`src/sv/ultrasonic_echo_ranger_assert.svh`:
```
// assertion macros shared by the ranger rtl
// no dependencies; included by the modules that check themselves
`ifndef ULTRASONIC_ECHO_RANGER_ASSERT_SVH
`define ULTRASONIC_ECHO_RANGER_ASSERT_SVH

// checked property, idle while reset is low
`define UER_ASSERT(lbl, clk, rstn, prop, msg) \
  lbl: assert property (@(posedge clk) disable iff (!rstn) (prop)) else $error(msg);

// implication form, same clocking
`define UER_ASSERT_IMP(lbl, clk, rstn, ante, cons, msg) \
  lbl: assert property (@(posedge clk) disable iff (!rstn) (ante) |-> (cons)) else $error(msg);

`endif

```
`src/sv/uer_pkg.sv`:
```
// types and constants of the echo ranger
// used by every module of the block; no dependencies
package uer_pkg;

  localparam int TICK_W  = 17;
  localparam int TRIG_W  = 10;
  localparam int WIDTH_W = 16;
  localparam int WHOLE_W = 11;
  localparam int HUND_W  = 7;
  localparam int REM_W   = 6;

  // register map, indexed by paddr[2]
  localparam logic CFG_TRIGGER_WIDTH = 1'b0;
  localparam logic CFG_TIMEOUT_TICKS = 1'b1;

  localparam logic [TRIG_W-1:0] TRIG_RESET    = 10'd12;
  localparam logic [TICK_W-1:0] TIMEOUT_RESET = 17'd65536;

  // w / 58 as (w * 72316) >> 22, exact for 16 bit w
  localparam logic [16:0] DIV58_MUL   = 17'd72316;
  localparam int          DIV58_SHIFT = 22;
  // v / 58 as (v * 1130) >> 16, exact for v below 5830
  localparam logic [10:0] HUND_MUL    = 11'd1130;
  localparam int          HUND_SHIFT  = 16;

  localparam int QUEUE_DEPTH = 4;
  localparam int QPTR_W      = 2;

  typedef enum logic {
    PH_IDLE,
    PH_MEASURE
  } uer_phase_t;

  typedef enum logic [1:0] {
    RES_NONE,
    RES_WIDTH,
    RES_TIMEOUT
  } uer_res_t;

  // classified tick from the front end
  typedef struct packed {
    logic               trig;
    logic               busy;
    uer_res_t           res;
    logic [WIDTH_W-1:0] width;
  } uer_rec_t;

  typedef struct packed {
    logic               trig;
    logic               busy;
    logic               done;
    logic               no_echo;
    logic [WIDTH_W-1:0] width;
    logic [WHOLE_W-1:0] whole;
    logic [HUND_W-1:0]  hund;
  } uer_out_t;

endpackage

```
`src/sv/uer_front.sv`:
```
// front end: tick counter, trigger timing, echo edge detection
// depends on uer_pkg; feeds classified records to the queue
module uer_front
  import uer_pkg::*;
#(
  parameter int COUNTER_BITS = 16
) (
  input  logic              clk,
  input  logic              rst_n,
  input  logic              accept,
  input  logic              action,
  input  logic              echo,
  input  logic [TRIG_W-1:0] trigger_width,
  input  logic [TICK_W-1:0] timeout_ticks,
  output uer_rec_t          rec
);

  localparam int WLIM_INT = (COUNTER_BITS >= WIDTH_W) ? ((1 << WIDTH_W) - 1)
                                                      : ((1 << COUNTER_BITS) - 1);
  localparam logic [TICK_W-1:0] WIDTH_LIMIT = TICK_W'(WLIM_INT);

  uer_phase_t        phase_r, phase_nxt;
  logic [TICK_W-1:0] tick_r, tick_nxt;
  logic [TICK_W-1:0] rise_r, rise_nxt;
  logic              echo_prev_r, echo_prev_nxt;
  logic              edge_seen_r, edge_seen_nxt;

  logic [TICK_W-1:0] tick_inc;
  logic [TICK_W-1:0] diff;
  logic              timed_out;
  logic              edge_hit;

  assign tick_inc  = tick_r + TICK_W'(1);
  assign timed_out = tick_inc >= timeout_ticks;
  assign edge_hit  = echo != echo_prev_r;
  assign diff      = tick_inc - rise_r;

  always_comb begin
    phase_nxt = phase_r;
    unique case (phase_r)
      PH_IDLE: begin
        if (accept && action) phase_nxt = PH_MEASURE;
      end
      PH_MEASURE: begin
        if (accept && !action && (timed_out || (edge_hit && edge_seen_r)))
          phase_nxt = PH_IDLE;
      end
      default: phase_nxt = PH_IDLE;
    endcase
  end

  always_comb begin
    tick_nxt      = tick_r;
    rise_nxt      = rise_r;
    echo_prev_nxt = echo_prev_r;
    edge_seen_nxt = edge_seen_r;
    rec.res       = RES_NONE;
    rec.width     = (diff > WIDTH_LIMIT) ? WIDTH_LIMIT[WIDTH_W-1:0] : diff[WIDTH_W-1:0];
    unique case (phase_r)
      PH_IDLE: begin
        if (accept) begin
          echo_prev_nxt = echo;
          if (action) begin
            tick_nxt      = '0;
            rise_nxt      = '0;
            edge_seen_nxt = 1'b0;
          end
        end
      end
      PH_MEASURE: begin
        // a start while measuring leaves everything alone
        if (accept && !action) begin
          tick_nxt      = tick_inc;
          echo_prev_nxt = echo;
          if (timed_out) begin
            rec.res = RES_TIMEOUT;
          end else if (edge_hit) begin
            if (!edge_seen_r) begin
              rise_nxt      = tick_inc;
              edge_seen_nxt = 1'b1;
            end else begin
              rec.res = RES_WIDTH;
            end
          end
        end
      end
      default: ;
    endcase
    rec.busy = phase_nxt == PH_MEASURE;
    rec.trig = rec.busy && (tick_nxt < {{(TICK_W-TRIG_W){1'b0}}, trigger_width});
  end

  always_ff @(posedge clk) begin
    if (!rst_n) begin
      phase_r     <= PH_IDLE;
      tick_r      <= '0;
      rise_r      <= '0;
      echo_prev_r <= 1'b0;
      edge_seen_r <= 1'b0;
    end else begin
      phase_r     <= phase_nxt;
      tick_r      <= tick_nxt;
      rise_r      <= rise_nxt;
      echo_prev_r <= echo_prev_nxt;
      edge_seen_r <= edge_seen_nxt;
    end
  end

endmodule

```
`src/sv/uer_queue.sv`:
```
// short queue between front and back end
// depends on uer_pkg and the assertion macros header
`include "ultrasonic_echo_ranger_assert.svh"
module uer_queue
  import uer_pkg::*;
(
  input  logic     clk,
  input  logic     rst_n,
  input  logic     push,
  input  uer_rec_t wr_rec,
  output logic     full,
  input  logic     pop,
  output uer_rec_t rd_rec,
  output logic     empty
);

  uer_rec_t          slot_r [QUEUE_DEPTH];
  logic [QPTR_W-1:0] wr_ptr_r, wr_ptr_nxt;
  logic [QPTR_W-1:0] rd_ptr_r, rd_ptr_nxt;
  logic [QPTR_W:0]   count_r, count_nxt;

  assign full   = count_r == (QPTR_W+1)'(QUEUE_DEPTH);
  assign empty  = count_r == '0;
  assign rd_rec = slot_r[rd_ptr_r];

  always_comb begin
    wr_ptr_nxt = wr_ptr_r + QPTR_W'(push);
    rd_ptr_nxt = rd_ptr_r + QPTR_W'(pop);
    count_nxt  = count_r + (QPTR_W+1)'(push) - (QPTR_W+1)'(pop);
  end

  always_ff @(posedge clk) begin
    if (push) slot_r[wr_ptr_r] <= wr_rec;
  end

  always_ff @(posedge clk) begin
    if (!rst_n) begin
      wr_ptr_r <= '0;
      rd_ptr_r <= '0;
      count_r  <= '0;
    end else begin
      wr_ptr_r <= wr_ptr_nxt;
      rd_ptr_r <= rd_ptr_nxt;
      count_r  <= count_nxt;
    end
  end

  `UER_ASSERT(a_count_range, clk, rst_n, count_r <= (QPTR_W+1)'(QUEUE_DEPTH), "queue overfilled")
  `UER_ASSERT(a_no_push_full, clk, rst_n, !(push && full), "push into full queue")
  `UER_ASSERT(a_no_pop_empty, clk, rst_n, !(pop && empty), "pop from empty queue")

endmodule

```
`src/sv/uer_back.sv`:
```
// back end: divide width by 58, hundredths, hold last measurement
// depends on uer_pkg and the assertion macros header
`include "ultrasonic_echo_ranger_assert.svh"
module uer_back
  import uer_pkg::*;
(
  input  logic     clk,
  input  logic     rst_n,
  input  logic     q_empty,
  input  uer_rec_t q_rec,
  output logic     q_pop,
  output logic     out_valid,
  input  logic     out_ready,
  output uer_out_t out_beat
);

  logic adv;

  logic               v1_r, v2_r, v3_r;
  uer_rec_t           rec1_r, rec2_r, rec3_r;
  logic [WHOLE_W-1:0] quo1_r, quo2_r, quo3_r;
  logic [REM_W-1:0]   rem2_r;
  logic [HUND_W-1:0]  hund3_r;

  logic               out_valid_r;
  uer_out_t           out_r, out_nxt;

  logic [33:0]        quo_prod;
  logic [16:0]        quo_x58;
  logic [12:0]        hund_v;
  logic [23:0]        hund_prod;

  // whole pipeline moves together; holds when a result beat is stalled
  assign adv   = !out_valid_r || out_ready;
  assign q_pop = adv && !q_empty;

  assign quo_prod  = {17'b0, q_rec.width} * {17'b0, DIV58_MUL};
  assign quo_x58   = {6'b0, quo1_r} * 17'd58;
  assign hund_v    = 13'(rem2_r) * 13'd100 + 13'd29;
  assign hund_prod = {11'b0, hund_v} * {13'b0, HUND_MUL};

  always_comb begin
    out_nxt      = out_r;
    out_nxt.trig = rec3_r.trig;
    out_nxt.busy = rec3_r.busy;
    out_nxt.done = rec3_r.res != RES_NONE;
    case (rec3_r.res)
      RES_WIDTH: begin
        out_nxt.no_echo = 1'b0;
        out_nxt.width   = rec3_r.width;
        out_nxt.whole   = quo3_r;
        out_nxt.hund    = hund3_r;
      end
      RES_TIMEOUT: begin
        out_nxt.no_echo = 1'b1;
        out_nxt.width   = '0;
        out_nxt.whole   = '0;
        out_nxt.hund    = '0;
      end
      default: ;
    endcase
  end

  always_ff @(posedge clk) begin
    if (adv) begin
      rec1_r  <= q_rec;
      quo1_r  <= quo_prod[DIV58_SHIFT +: WHOLE_W];
      rec2_r  <= rec1_r;
      quo2_r  <= quo1_r;
      rem2_r  <= REM_W'(rec1_r.width - quo_x58[WIDTH_W-1:0]);
      rec3_r  <= rec2_r;
      quo3_r  <= quo2_r;
      hund3_r <= hund_prod[HUND_SHIFT +: HUND_W];
    end
  end

  // the result register also keeps the last measurement
  always_ff @(posedge clk) begin
    if (!rst_n) begin
      v1_r        <= 1'b0;
      v2_r        <= 1'b0;
      v3_r        <= 1'b0;
      out_valid_r <= 1'b0;
      out_r       <= '0;
    end else if (adv) begin
      v1_r        <= q_pop;
      v2_r        <= v1_r;
      v3_r        <= v2_r;
      out_valid_r <= v3_r;
      if (v3_r) out_r <= out_nxt;
    end
  end

  assign out_valid = out_valid_r;
  assign out_beat  = out_r;

  `UER_ASSERT(a_hund_range, clk, rst_n, out_r.hund <= HUND_W'(99), "hundredths out of range")
  `UER_ASSERT_IMP(a_no_echo_zero, clk, rst_n, out_r.no_echo,
                  (out_r.width == '0) && (out_r.whole == '0) && (out_r.hund == '0),
                  "timed-out result carries a width")
  `UER_ASSERT(a_quotient, clk, rst_n,
              ({6'b0, out_r.width} >= {6'b0, out_r.whole} * 17'd58) &&
              ({6'b0, out_r.width} < {6'b0, out_r.whole} * 17'd58 + 17'd58),
              "width over 58 mismatch")

endmodule

```
`src/sv/ultrasonic_echo_ranger.sv`:
```
// ultrasonic echo ranger top level: config registers, front, queue, back
// depends on uer_pkg, uer_front, uer_queue, uer_back
//
//  channel | dir | handshake                | fields
//  in_     | in  | tvalid/tready            | tuser: action; tdata: echo
//  out_    | out | tvalid/tready            | tuser: no_echo; tdata: trig..hundredths
//  cfg_    | in  | psel/penable/pready      | trigger_width @0, timeout_ticks @4
//
// one tick beat is taken every cycle while the queue is not full; a taken tick beat
// passes the queue slot written at the accepting edge, then quotient multiply, remainder,
// hundredths multiply and result register, after which out_tvalid rises
// the four-entry queue absorbs result stalls; in_tready drops only when it is full
// rst_n is synchronous: measurement idle, last result zero, registers at defaults
module ultrasonic_echo_ranger
  import uer_pkg::*;
#(
  parameter int COUNTER_BITS = 16
) (
  input  logic        clk,
  input  logic        rst_n,
  input  logic        in_tvalid,
  output logic        in_tready,
  input  logic [7:0]  in_tdata,   // [0] echo
  input  logic        in_tuser,   // [0] action
  output logic        out_tvalid,
  input  logic        out_tready,
  output logic [39:0] out_tdata,  // [0] trigger_out, [1] busy_res, [2] done_res,
                                  // [18:3] echo_width, [29:19] distance_whole,
                                  // [36:30] distance_hundredths
  output logic        out_tuser,  // [0] no_echo
  input  logic        cfg_psel,
  input  logic        cfg_penable,
  input  logic        cfg_pwrite,
  input  logic [2:0]  cfg_paddr,
  input  logic [31:0] cfg_pwdata,
  output logic [31:0] cfg_prdata,
  output logic        cfg_pready
);

  logic [TRIG_W-1:0] trig_width_r;
  logic [TICK_W-1:0] timeout_r;
  logic              cfg_wr;

  logic     in_accept;
  uer_rec_t front_rec;
  logic     q_full, q_empty, q_pop;
  uer_rec_t q_rec;
  uer_out_t out_beat;

  assign cfg_pready = 1'b1;
  assign cfg_wr     = cfg_psel && cfg_penable && cfg_pwrite && cfg_pready;

  always_ff @(posedge clk) begin
    if (!rst_n) begin
      trig_width_r <= TRIG_RESET;
      timeout_r    <= TIMEOUT_RESET;
    end else if (cfg_wr) begin
      unique case (cfg_paddr[2])
        CFG_TRIGGER_WIDTH: trig_width_r <= cfg_pwdata[TRIG_W-1:0];
        CFG_TIMEOUT_TICKS: timeout_r    <= cfg_pwdata[TICK_W-1:0];
        default: ;
      endcase
    end
  end

  always_comb begin
    unique case (cfg_paddr[2])
      CFG_TRIGGER_WIDTH: cfg_prdata = {{(32-TRIG_W){1'b0}}, trig_width_r};
      CFG_TIMEOUT_TICKS: cfg_prdata = {{(32-TICK_W){1'b0}}, timeout_r};
      default:           cfg_prdata = '0;
    endcase
  end

  assign in_tready = !q_full;
  assign in_accept = in_tvalid && in_tready;

  uer_front #(
    .COUNTER_BITS (COUNTER_BITS)
  ) u_front (
    .clk           (clk),
    .rst_n         (rst_n),
    .accept        (in_accept),
    .action        (in_tuser),
    .echo          (in_tdata[0]),
    .trigger_width (trig_width_r),
    .timeout_ticks (timeout_r),
    .rec           (front_rec)
  );

  uer_queue u_queue (
    .clk    (clk),
    .rst_n  (rst_n),
    .push   (in_accept),
    .wr_rec (front_rec),
    .full   (q_full),
    .pop    (q_pop),
    .rd_rec (q_rec),
    .empty  (q_empty)
  );

  uer_back u_back (
    .clk       (clk),
    .rst_n     (rst_n),
    .q_empty   (q_empty),
    .q_rec     (q_rec),
    .q_pop     (q_pop),
    .out_valid (out_tvalid),
    .out_ready (out_tready),
    .out_beat  (out_beat)
  );

  assign out_tdata = {3'b0, out_beat.hund, out_beat.whole, out_beat.width,
                      out_beat.done, out_beat.busy, out_beat.trig};
  assign out_tuser = out_beat.no_echo;

endmodule

```
`config.mk`:
```
export PLATFORM = sky130hd
export DESIGN_NAME = ultrasonic_echo_ranger
export DESIGN_NICKNAME = d
export VERILOG_FILES = /design/src/sv/uer_pkg.sv /design/src/sv/uer_front.sv /design/src/sv/uer_queue.sv /design/src/sv/uer_back.sv /design/src/sv/ultrasonic_echo_ranger.sv
export VERILOG_INCLUDE_DIRS = /design/src /design/src/sv
export SDC_FILE = /design/constraint.sdc
export NUM_CORES = 1
export LEC_CHECK = 0
export BUFFER_PORTS_ARGS = -buffer_cell sky130_fd_sc_hd__buf_4
export CORE_MARGIN = 2
export CORE_UTILIZATION = 25
export DETAILED_ROUTE_END_ITERATION = 8
export PLACE_DENSITY = 0.39
export RECOVER_POWER = 50
export SLEW_MARGIN = 20
export SYNTH_ARGS = -nofsm -noshare
export SYNTH_HDL_FRONTEND = slang
export SYNTH_SLANG_ARGS = --single-unit
```
`constraint.sdc`:
```
create_clock -name clk -period 7.3 [get_ports clk]
set_input_delay 0.365 -clock clk [delete_from_list [all_inputs] [get_ports clk]]
set_output_delay 0.365 -clock clk [all_outputs]
set_load 0.05 [all_outputs]
```
# Word-level counts from Yosys, hierarchy flattened

Memories as Yosys holds them, arrays and structs flattened. A register that Yosys moved wholly into a read port is not among the register bits.
Cells that the tools add are included.
W data, S select, Z words.

Flip-flop bits (word level): 219
Bits in writable memories: 80
Bits of input ports: 51
Output and inout bits: 76
Logic and storage cells: 125
Memories: 1

$add $sub $neg: 8
$mul: 4
$lt $le $gt $ge: 3
Equality and inequality tests: 10
Mux-type cells: 34
Bitwise logic cells: 2
Reduce and logical (&&, ||, !) cells: 25

Memory list:

| memory         | words | bits a word | rd ports | clocked after memory_dff | write ports | line            | source |
|---|---|---|---|---|---|---|---|
| u_queue.slot_r | 4     | 20          | 1        | 1                        | 1           | uer_queue.sv:17 | `uer_rec_t slot_r [QUEUE_DEPTH];` |

Operator list:

| kind                     | count |
|---|---|
| $mux W17                 | 9 |
| $pmux W35 S2             | 1 |
| $pmux W17 S2             | 2 |
| $pmux W32 S2             | 1 |
| $mul A16 B15 Y31 const B | 1 |
| $mul A13 B10 Y22 const B | 1 |
| $add A17 B1 Y17 const B  | 1 |
| $ge A17 B17 Y1           | 1 |
| $gt A17 B16 Y1 const B   | 1 |
| $lt A17 B10 Y1           | 1 |
| $sub A17 B17 Y17         | 1 |
| $mux W16                 | 1 |
| $add A13 B5 Y13 const B  | 1 |
| $mux W1                  | 12 |
| $mul A11 B5 Y5 const B   | 1 |
| $mul A6 B5 Y11 const B   | 1 |
| $mux W2                  | 5 |
| $ne A2 B2 Y1 const B     | 5 |
| $logic_and A1 B1 Y1      | 9 |
| $reduce_and A2 Y1        | 4 |
| $pmux W1 S2              | 3 |
| $reduce_and A6 Y1        | 1 |
| $sub A6 B6 Y6            | 1 |
| $reduce_and A5 Y1        | 1 |
| 14 further kinds         | 21 |

# Logic depth before layout (Yosys ltp)

Gate-level depths: netlist (run 1).

Depth in word-level cells: 8
Depth in mapped cells: 27

# By module

A second synthesis (run 1) with hierarchy kept.

Cells, all modules: 1,749
Area, all modules: 20,009.2 µm²

By module, submodules not included:

| module                 | times used | cells an instance | area an instance (µm²) | sequential area each (µm²) |
|---|---|---|---|---|
| uer_back               | 1          | 990               | 11,691.2               | 3,993.8 |
| uer_front              | 1          | 468               | 3,652.3                | 740.7 |
| uer_queue              | 1          | 137               | 3,235.6                | 2,542.4 |
| ultrasonic_echo_ranger | 1          | 154               | 1,430.1                | 540.5 |

# Least setup slack after synthesis (run 1)

Ideal clock, no wire load.

Kind: register to register
Start point: register, netlist name u_queue.rd_ptr_r[0]
End point: register u_back.quo1_r[10] (data pin)
Library setup time: 0.266 ns
Data arrival time: 6.300 ns
Data required time: 7.034 ns
Setup slack: 0.734 ns
Cell stages (with the launch flop): 20
Buffers on the path: 1
Period minus slack after synthesis: 6.566 ns
Cells stage by stage: dfxtp_1 clkbuf_1 mux4_2 fa_1 inv_1 fa_1 fa_1 inv_1 fa_1 fa_1 fa_1 ha_1 a211oi_1 nor3b_1 o22ai_1 o41ai_1 a221oi_2 o21ai_0 o41ai_1 xnor2_1

RTL lines:

| item                   | line           | source |
|---|---|---|
| end signal: assignment | uer_back.sv:67 | `quo1_r <= quo_prod[DIV58_SHIFT +: WHOLE_W];` |
| end: declaration       | uer_back.sv:21 | `logic [WHOLE_W-1:0] quo1_r, quo2_r, quo3_r;` |

# Worst setup path in the final report (run 1)

Start point: register u_back.rem2_r[2]
End point: register u_back.hund3_r[6] (data pin)

Word-level cells in the longest chain between the ends: 3

Ends and longest elaborated chain:

| item                     | line           | source |
|---|---|---|
| start: declaration       | uer_back.sv:22 | `logic [REM_W-1:0] rem2_r;` |
| start signal: assignment | uer_back.sv:70 | `rem2_r <= REM_W'(rec1_r.width - quo_x58[WIDTH_W-1:0]);` |
| $mul A6 B5 Y11           | uer_back.sv:39 | `assign hund_v = 13'(rem2_r) * 13'd100 + 13'd29;` |
| $add A13 B5 Y13          | uer_back.sv:39 |  |
| $mul A13 B10 Y22         | uer_back.sv:40 | `assign hund_prod = {11'b0, hund_v} * {13'b0, HUND_MUL};` |
| net u_back.hund_prod[22] | uer_back.sv:31 | `logic [23:0] hund_prod;` |
| end signal: assignment   | uer_back.sv:73 | `hund3_r <= hund_prod[HUND_SHIFT +: HUND_W];` |
| end: declaration         | uer_back.sv:23 | `logic [HUND_W-1:0] hund3_r;` |

The timed path passes the listed nets, and every way through them passes these cells.
A chain may end at the register's enable or synchronous reset.

==> results of run 1 <==
-- layer usage --
layer | up-vias | routed length (um) | GRT usage (%)
li1 | 6375 | - | -
met1 | 6054 | 20900 | 14.3
met2 | 165 | 21000 | 18.8
met3 | 52 | 1310 | 1.68
met4 | 0 | 866 | 2.83
met5 | - | 0 | 0
-- final timing paths --
path                                  startpoint                 to  slack (ns)  depth (start not counted)
worst max-delay path            u_back.rem2_r[2]  u_back.hund3_r[6]        0.54                         25
worst min-delay path              cfg_pwdata[16]      timeout_r[16]        0.04                          3
worst max register to register  u_back.rem2_r[2]  u_back.hund3_r[6]        0.54                         25
worst min register to register  u_back.quo1_r[8]   u_back.quo2_r[8]        0.41                          0
-- cells by family (layout without fill, tap and decap cells) --
family          count (synthesis)  in the layout  share of synthesized area, %
mux                            23             23                          2.43
other cells                     2             19                        0.0380
xor+xnor                       75             75                          3.43
compound gates                257            257                          8.60
fa+ha+maj                     370            370                          27.6
buf+inv                       334            462                          6.76
simple gates                  431            431                          11.6
flops                         298            298                          39.5
-- through the flow --
stage / util [%] / worst slack, ns / std cells / hold WS [ns]
after global placement: 27.6 / 0.508 / 2907 / 0.406
final: 29.0 / 0.538 / 2985 / 0.0416
after CTS: 29.4 / 0.455 / 2985 / 0.000421
after detailed placement: 27.7 / 0.528 / 2909 / 0.405
after floorplan: - / 0.734 / 1807 / 0.400
after global routing: 29.0 / 0.00371 / 2985 / 0.0314
-- cell type report --
class / instances / area share (%)
sequential: 298 / 34.2
clock inverter: 24 / 1.23
multi-input combinational: 1175 / 46.8
timing repair buffer: 125 / 3.10
inverter: 263 / 4.33
tap: 1050 / 5.76
clock buffer: 50 / 4.55
-- worst reg2reg max path, delay by kind of cell (launching register included) --
family	cells	cell delay (ns)
buf+inv	6	0.55
flops	1	0.46
fa+ha+maj	10	3.89
simple gates	1	0.16
compound gates	6	1.10
xor+xnor	2	0.34
-- layout by cell type (no fill, tap or decap), types with 46 or more instances in the layout --
cell type and count:
a21oi_1 73, buf_4 60, clkbuf_1 73, dfxtp_1 113, edfxtp_1 185, fa_1 111
ha_1 259, inv_1 260, nand2_1 115, nand3_1 53, nor2_1 46, nor2b_1 57
-- registers in the layout (all words and copies together) (netlist names), 10 cells and up --
| name | count |
|---|---|
| timeout_r | 17 |
| u_front.rise_r | 17 |
| u_back.rec2_r | 19 |
| u_back.quo3_r | 11 |
| u_front.tick_r | 17 |
| trig_width_r | 10 |
| u_back.rec3_r | 18 |
| u_queue.slot_r | 80 |
| u_back.rec1_r | 20 |
| u_back.quo1_r | 11 |
| u_back.quo2_r | 11 |
| u_back.out_beat | 38 |
==> key figures, run 1 <==
Worst setup path
  • Required time worst endpoint: 7.59 ns
  • Worst Path Arrival: 7.05 ns
  • Max incr delay on CP: 0.61 ns
  • Critical Path End Type: register
  • WP buf/inv: 6
  • CP delay by family, top: adder cells
  • CP Launch Type: register
  • Slowest CP cell: fa_1
  • WS Path Type: register to register
  • CP dominant cell by count: ha_1
  • Critical Path Fanout Max: 4

Synthesis
  • Register area share after synthesis: 39.5%
  • Syn. warnings: 0
  • Synth Area per Inst: 11.0 um2
  • Post-synth EDFFs: 185
  • Most common cell in the netlist: inv_1
  • Synth async-reset ratio: 0%
  • Top_reg_cell synth: edfxtp_1
  • Synth cell types: 74
  • Cells after Synth: 1790
  • Synth top area cells: edfxtp_1 28%, ha_1 16%, dfxtp_1 11%, fa_1 11%, inv_1 5.0%
  • Number of synthesized register bits: 298
  • Synthesized area: 19800 um2
  • Synth top area share: 28.1%
  • Most area-hungry cell type in the Yosys netlist: edfxtp_1
  • Synth cell count leaders: 261 x inv_1, 259 x ha_1, 185 x edfxtp_1, 116 x nand2_1, 113 x dfxtp_1

Timing
  • Fin crit period: 6.76 ns
  • Period utilisation layout: 92.6%
  • Final Hold Fails: 0
  • Final setup fails: 0
  • RSZ-0062 raised after global routing: no
  • Slew @ Worst Pin: 3.04 ns
  • Slew Limit Fails: 182
  • Skew final: 0.0409 ns
  • Setup TNS: 0 ns
  • Fmax: 148 MHz
  • Worst slew margin: -103%

CTS
  • H-tree Lvls: 2
  • CTS sink cnt: 298
  • Clk buf depth: 3
  • Post-CTS setup buffer count: 0
  • Num CTS Buffers: 40
  • Post-CTS sizing: 0
  • Clk slew on worst S/H paths: 0.06 ns
  • CTS tree: done
  • Worst-Skew Late Latency: 0.58 ns
  • CTS Hold Bufs: 2
  • CTS root buf: clkbuf_16

Drt
  • DRT antenna net count: 0
  • Routed vias/inst: 4.24
  • First-pass detailed-route iteration total: 5
  • Initial DRC Count: 476
  • Final WL: 44100 um
  • DR WL/cell: 14.8 um
  • Vias: 12.6k
  • DRC Markers: 0

Placed design
  • Placed Instance Area: 21700 um2
  • Gp weighted congestion: 0.797
  • Port Buf Inserts: 83
  • Final HPWL DP: 33700 um

Global routing
  • First-pass GRT wire length: 72300 um
  • Initial antenna violation count: 1
  • Number of global-route vias before repair: 13.3k
  • All-Layer GR Usage: 11.0%
  • Grt ovf: 0
  • Largest net degree at the start of global routing: 68

Floorplan
  • Die W: 285 um
  • Initial Utilization: 25.1%
  • Total Die Area: 81300 um2
  • Number of top-level pins: 127
  • Die Y: 285 um
  • Core area: 78600 um2
  • FP Rows: 103

Final layout
  • Reg area: 7820 um2
  • Ant. Diodes: 0
  • Share of layout cells above drive strength 1: 8.06%
  • P&R area growth vs syn: 15.5%
  • Design area: 22800 um2
  • Multi-input gate area: 10700 um2
  • Nets: 2324
  • Fill count: 8240

Flow run
  • Max-cap violations: 3

Worst hold path
  • Worst Hold Class: input port to register

Run status
  • Failing checks: max-capacitance violations, max-slew violations
  • Status: finished with violations
Power of run 1 is left out: the tool's default activity adds up to more than one toggle a clock period on the data nets, which glitch-free logic cannot reach.
==> inputs of run 2 (changes only) <==
--- a/config.mk
+++ b/config.mk
@@ -6,6 +6,7 @@
 export SDC_FILE = /design/constraint.sdc
 export NUM_CORES = 1
 export LEC_CHECK = 0
+export ABC_AREA = 1
 export BUFFER_PORTS_ARGS = -buffer_cell sky130_fd_sc_hd__buf_4
 export CORE_MARGIN = 2
 export CORE_UTILIZATION = 25
==> key figures, run 2 <==
Synthesis
  • Post-Synth XOR/XNOR Area: 2.72% (-0.71 points)
  • Synth Area per Inst: 9.24 um2 (-16%)
  • Most common cell in the netlist: inv_1
  • Simple-Gate Fraction of Synth Area: 14.7% (+3.2 points)
  • Largest family of logic cells by synthesized area: adder cells
  • Syn. warnings: 0 (unchanged)
  • Register area share after synthesis: 38.2% (-1.3 points)
  • Post-synth EDFFs: 185 (unchanged)
  • Synth Area in Compound Gates: 8.59% (-0.012 points)
  • Synth top area cells: edfxtp_1 27%, ha_1 16%, dfxtp_1 11%, fa_1 11%, inv_1 7.2%
  • Synth async-reset ratio: 0% (unchanged)
  • Cells after Synth: 2213 (+24%)
  • Synth cell types: 55 (-26%)
  • Synth cell count leaders: 392 x inv_1, 391 x nand2_1, 259 x ha_1, 185 x edfxtp_1, 176 x nor2_1
  • Multiplexer area fraction after synthesis: 0% (-2.4 points)
  • Synthesized area: 20500 um2 (+3.5%)
  • Synth top area share: 27.2% (-0.94 points)
  • Most area-hungry cell type in the Yosys netlist: edfxtp_1
  • Top_reg_cell synth: edfxtp_1
  • Number of synthesized register bits: 298 (unchanged)
  • Synth Area in Adders: 26.7% (-0.92 points)

Timing
  • Slew Limit Fails: 80 (-56%)
  • Setup TNS: 0 ns (unchanged)
  • Slew @ Worst Pin: 2.03 ns (-1.01 ns)
  • Period utilisation layout: 89.9% (-2.7 points)
  • Final Hold Fails: 0 (unchanged)
  • Final setup fails: 0 (unchanged)
  • Worst slew margin: -35.6% (+67 points)
  • Fmax: 152 MHz (+3.0%)
  • Skew final: 0.0236 ns (-0.0173 ns)
  • RSZ-0062 raised after global routing: no
  • Fin crit period: 6.56 ns (-0.197 ns)

Placed design
  • Gp weighted congestion: 0.821 (+3.0%)
  • Final HPWL DP: 39500 um (+17%)
  • Port Buf Inserts: 83 (unchanged)
  • Placed Instance Area: 22400 um2 (+2.9%)

Worst setup path
  • Reg2reg setup slack: 0.74 ns (+0.20 ns)
  • CP dominant cell by count: fa_1
  • Max incr delay on CP: 0.54 ns (-0.07 ns)
  • Crit path from: u_queue.rd_ptr_r[1]
  • Critical Path Fanout Max: 19 (+15)
  • CP Launch Type: register
  • CP Cell Sequence: inv_1 -> a21oi_1 -> a32oi_1 -> clkbuf_1 -> ha_1 -> inv_1 -> fa_1 -> fa_1 -> inv_1 -> fa_1 -> fa_1 -> fa_1 -> ha_1 -> nand2_1 -> nor4_1 -> nand3_1 -> nand3_1 -> nand2_1 -> nand3_1 -> nand2_1
  • Worst Path Arrival: 6.82 ns (-0.23 ns)
  • Critical Path End Type: register
  • Slowest CP cell: fa_1
  • WS Path Type: register to register
  • CP delay by family, top: adder cells
  • Reg-to-Reg Start: u_queue.rd_ptr_r[1]
  • WP buf/inv: 4 (-2)
  • Required time worst endpoint: 7.56 ns (-0.03 ns)

Floorplan
  • Number of top-level pins: 127 (unchanged)
  • FP Rows: 104 (+0.97%)
  • Total Die Area: 84100 um2 (+3.4%)
  • Core area: 80800 um2 (+2.8%)
  • Initial Utilization: 25.3% (+0.16 points)
  • Die Y: 290 um (+1.7%)
  • Die W: 290 um (+1.7%)

CTS
  • CTS tree: done
  • H-tree Lvls: 2 (unchanged)
  • Clk buf depth: 3 (unchanged)
  • CTS Hold Bufs: 1 (-1)
  • CTS root buf: clkbuf_16
  • Worst-Skew Late Latency: 0.55 ns (-0.03 ns)
  • Post-CTS sizing: 0 (unchanged)
  • Clk slew on worst S/H paths: 0.06 ns (about the same)
  • Num CTS Buffers: 36 (-10%)
  • CTS sink cnt: 298 (unchanged)
  • Post-CTS setup buffer count: 0 (unchanged)

Global routing
  • GR met1 Demand/Resource: 16.9% (+2.6 points)
  • M3 GR Usage: 1.57% (-0.11 points)
  • GRT Max-Usage Layer: met2
  • Number of global-route vias before repair: 14.9k (+12%)
  • First-pass GRT wire length: 81900 um (+13%)
  • Global Route met2 Usage: 20.1% (+1.3 points)
  • Largest net degree at the start of global routing: 69 (+1.5%)
  • All-Layer GR Usage: 12.1% (+1.2 points)
  • Initial antenna violation count: 1 (unchanged)
  • Grt ovf: 0 (unchanged)

Final layout
  • Commonest cells after routing, fill and taps aside: 392 x inv_1, 392 x nand2_1, 259 x ha_1
  • Largest Register: u_queue.slot_r
  • Share of layout cells above drive strength 1: 6.77% (-1.3 points)
  • Multi-input gate area: 10900 um2 (+1.7%)
  • Design area: 23300 um2 (+2.2%)
  • Nets: 2740 (+18%)
  • Reg area: 7820 um2 (unchanged)
  • Max reg flops: 80 (unchanged)
  • Fill count: 8589 (+4.2%)
  • P&R area growth vs syn: 14.1%

Drt
  • Routed vias/inst: 4.27 (+0.89%)
  • Vias: 14.6k (+15%)
  • Initial DRC Count: 629 (+32%)
  • DR WL/cell: 14.8 um (about the same)
  • DRT antenna net count: 0 (unchanged)
  • First-pass detailed-route iteration total: 5 (unchanged)
  • DRC Markers: 0 (unchanged)
  • Final WL: 50300 um (+14%)

Flow run
  • Max-cap violations: 3 (unchanged)

Run status
  • Status: finished with violations
  • Failing checks: max-capacitance violations, max-slew violations

Worst hold path
  • Worst Hold Class: input port to register
  • Hold_sp: cfg_pwdata[3]
-- run 2: cell families after synthesis --
| family | after synthesis |
|---|---|
| and+or+nand+nor | 704 |
| buffers and inverters | 462 |
| adders and majority gates | 370 |
| AOI/OAI and AO/OA | 316 |
| DFF | 298 |
| xor gates and xnor gates | 61 |
| other | 2 |
-- run 2: cell type report --
| type | count | share of cell area [%] |
|---|---|---|
| Multi-Input combinational cell | 1470 | 46.5 |
| Timing Repair Buffer | 116 | 2.67 |
| Tap cell | 1060 | 5.68 |
| Inverter | 397 | 6.39 |
| Sequential cell | 298 | 33.5 |
| Antenna cell | 1 | 0.0107 |
| Clock inverter | 18 | 0.740 |
| Clock buffer | 48 | 4.45 |
-- run 2: metal layers --
layer	up-vias	part of all wire (%)
li1	7398	-
met3	44	2.7
met4	0	1.4
met5	-	0
met2	156	46
met1	6969	50
-- run 2: path summary, 6_finish.rpt --
path / endpoint / cells after the start
worst max register to register: u_back.quo1_r[10] / 20
worst min-delay path: trig_width_r[3] / 3
worst min register to register: u_back.rec3_r[11] / 0
worst max-delay path: u_back.quo1_r[10] / 20
-- run 2: per-stage QoR --
stage | utilization [%] | hold slack (ns) | setup slack [ns] | instances
floorplan | - | 0.400 | 1.35 | 2230
global placement | 27.7 | 0.401 | 0.790 | 3340
detailed placement | 27.7 | 0.405 | 0.757 | 3340
CTS | 29.2 | 0.0144 | 0.746 | 3407
global route | 28.9 | 0.0528 | 0.267 | 3407
finish | 28.9 | 0.0527 | 0.735 | 3408
-- run 2: tightest hold or removal path: stages --
cell	delay, ns
buf_4	0.09
a21oi_1	0.06
o21ai_0	0.06
Power of run 2 is left out for the same reason.
==> inputs of run 3 (changes only) <==
--- a/config.mk
+++ b/config.mk
@@ -9,9 +9,9 @@
 export ABC_AREA = 1
 export BUFFER_PORTS_ARGS = -buffer_cell sky130_fd_sc_hd__buf_4
 export CORE_MARGIN = 2
-export CORE_UTILIZATION = 25
+export CORE_UTILIZATION = 50
 export DETAILED_ROUTE_END_ITERATION = 8
-export PLACE_DENSITY = 0.39
+export PLACE_DENSITY = 0.67
 export RECOVER_POWER = 50
 export SLEW_MARGIN = 20
 export SYNTH_ARGS = -nofsm -noshare
==> key figures, run 3 (synthesized netlist as in run 2, its figures left out) <==
Run status
  • Status: finished with violations
  • Failing checks: max-capacitance violations, max-slew violations

Floorplan
  • Total Die Area: 42500 um2 (-49%)
  • Die W: 206 um (-29%)
  • FP Rows: 74 (-29%)
  • Number of top-level pins: 127 (unchanged)
  • Core area: 40600 um2 (-50%)
  • Die Y: 206 um (-29%)
  • Initial Utilization: 50.3% (+25 points)

Timing
  • Setup TNS: 0 ns (unchanged)
  • Fin crit period: 6.65 ns (+0.0854 ns)
  • Skew final: 0.0395 ns (+0.0159 ns)
  • Final setup fails: 0 (unchanged)
  • Slew Limit Fails: 92 (+15%)
  • Slew @ Worst Pin: 2.08 ns (+0.0490 ns)
  • Period utilisation layout: 91.1% (+1.2 points)
  • Fmax: 150 MHz (-1.3%)
  • Final Hold Fails: 0 (unchanged)
  • RSZ-0062 raised after global routing: no
  • Worst slew margin: -38.9% (-3.3 points)

Worst hold path
  • Hold worst-path end: trig_width_r[2]
  • Hold_sp: cfg_pwdata[2]
  • Min-Delay Path Depth: 3 (unchanged)
  • Worst Hold Class: input port to register

CTS
  • Clk buf depth: 3 (unchanged)
  • H-tree Lvls: 1 (-1)
  • Post-CTS setup buffer count: 0 (unchanged)
  • Post-CTS sizing: 0 (unchanged)
  • CTS root buf: clkbuf_16
  • CTS sink cnt: 298 (unchanged)
  • CTS Hold Bufs: 2 (+1)
  • Clk slew on worst S/H paths: 0.07 ns (about the same)
  • CTS tree: done
  • Worst-Skew Late Latency: 0.58 ns (+0.03 ns)
  • Num CTS Buffers: 30 (-17%)

Global routing
  • Number of global-route vias before repair: 14.6k (-2.3%)
  • Grt ovf: 0 (unchanged)
  • Largest net degree at the start of global routing: 86 (+25%)
  • All-Layer GR Usage: 21.2% (+9.1 points)
  • First-pass GRT wire length: 72100 um (-12%)
  • Initial antenna violation count: 0 (-1)

Worst setup path
  • CP Cell Sequence: inv_1 -> a21oi_1 -> a32oi_1 -> clkbuf_1 -> fa_1 -> inv_1 -> fa_1 -> fa_1 -> inv_1 -> fa_1 -> fa_1 -> fa_1 -> ha_1 -> nand2_1 -> inv_1 -> nand2_1 -> nor3_1 -> nand4_1 -> nand3_1 -> nand2_1 -> o21ai_0 -> xor2_1
  • Crit path from: u_queue.rd_ptr_r[1]
  • Reg-to-Reg Start: u_queue.rd_ptr_r[1]
  • CP delay by family, top: adder cells
  • RR Endpoint: u_back.quo1_r[8]
  • Required time worst endpoint: 7.60 ns (+0.04 ns)
  • CP Launch Type: register
  • Reg2reg path depth: 22 (+10%)
  • Reg2reg setup slack: 0.65 ns (-0.09 ns)
  • WS Path Type: register to register
  • Critical Path End Type: register
  • WP buf/inv: 5 (+1)
  • CP dominant cell by count: fa_1
  • Worst Path Arrival: 6.95 ns (+0.13 ns)
  • Critical Path Fanout Max: 29 (+10)
  • Slowest CP cell: inv_1
  • Max incr delay on CP: 0.68 ns (+0.14 ns)

Final layout
  • Max reg flops: 80 (unchanged)
  • Largest Register: u_queue.slot_r
  • P&R area growth vs syn: 9.68%
  • Commonest cells after routing, fill and taps aside: 392 x inv_1, 392 x nand2_1, 259 x ha_1
  • Ant. Diodes: 0 (-1)
  • Nets: 2733 (-0.26%)
  • Share of layout cells above drive strength 1: 6.04% (-0.74 points)

Placed design
  • Gp weighted congestion: 0.884 (+7.7%)
  • Port Buf Inserts: 83 (unchanged)
  • Final HPWL DP: 34100 um (-14%)

Flow run
  • Max-cap violations: 2 (-1)

Drt
  • DRC Markers: 0 (unchanged)
  • Final WL: 43800 um (-13%)
  • Routed vias/inst: 5.12 (+20%)
  • Vias: 14.7k (+0.75%)
  • First-pass detailed-route iteration total: 5 (unchanged)
  • Initial DRC Count: 848 (+35%)
  • DRT antenna net count: 0 (unchanged)
  • DR WL/cell: 15.3 um (+3.4%)
[run 3: changes by cell type in the layout (fill, tap and decap cells not counted), moves of 3 or more]
| cell | change |
|---|---|
| clkbuf_16 | -7 |
| clkbuf_8 | -5 |
| clkinv_1 | +8 |
| clkinv_2 | -4 |
| clkinvlp_4 | -3 |
[run 3: cell type report]
cell class / instances / area (um2)
Fill cell: 3614 / 18200
Clock buffer: 35 / 791
Tap cell: 532 / 666
Clock inverter: 21 / 191
Timing Repair Buffer: 115 / 621
Sequential cell: 298 / 7820
Inverter: 397 / 1490
Multi-Input combinational cell: 1470 / 10900
[run 3: worst max path at each step]
stage                        end  slack [ns]  depth (start not counted)
6_report        u_back.quo1_r[8]        0.65                         22
5_1_grt         u_back.quo1_r[8]        0.25                         22
4_1_cts        u_back.hund3_r[5]        0.85                         27
3_5_place_dp   u_back.hund3_r[5]        0.88                         27
3_3_place_gp   u_back.hund3_r[5]        0.91                         28
2_1_floorplan   u_back.quo1_r[8]        1.35                         21
[run 3: worst register-to-register path, delay by kind of cell, from the launching register on]
family                   cells  cell delay [ns]
AO/OA/AOI/OAI                3             0.50
XOR/XNOR                     1             0.09
adder cells (fa/ha/maj)      7             3.34
buffers and inverters        5             1.33
flip-flops                   1             0.32
AND/OR/NAND/NOR              6             0.80
[run 3: per-layer routing]
layer  track usage [%]  up-vias  wire length, um
li1                  -     7374                -
met1              28.9     6967            20300
met2              36.8      293            21000
met3              1.94       42             1850
met4              4.95        0              666
met5                 0        -                0
[run 3: stage by stage]
step / area (um2) / hold slack [ns] / cells / util (%) / setup slack (ns)
after floorplan: 20500 / 0.400 / 2230 / - / 1.35
after global placement: 21700 / 0.401 / 2810 / 53.4 / 0.906
after detailed placement: 21700 / 0.405 / 2810 / 53.4 / 0.875
after CTS: 22700 / 0.00496 / 2868 / 55.9 / 0.854
after global routing: 22400 / 0.0241 / 2868 / 55.2 / 0.253
final: 22400 / 0.0273 / 2868 / 55.2 / 0.650
Power of run 3 is left out for the same reason.
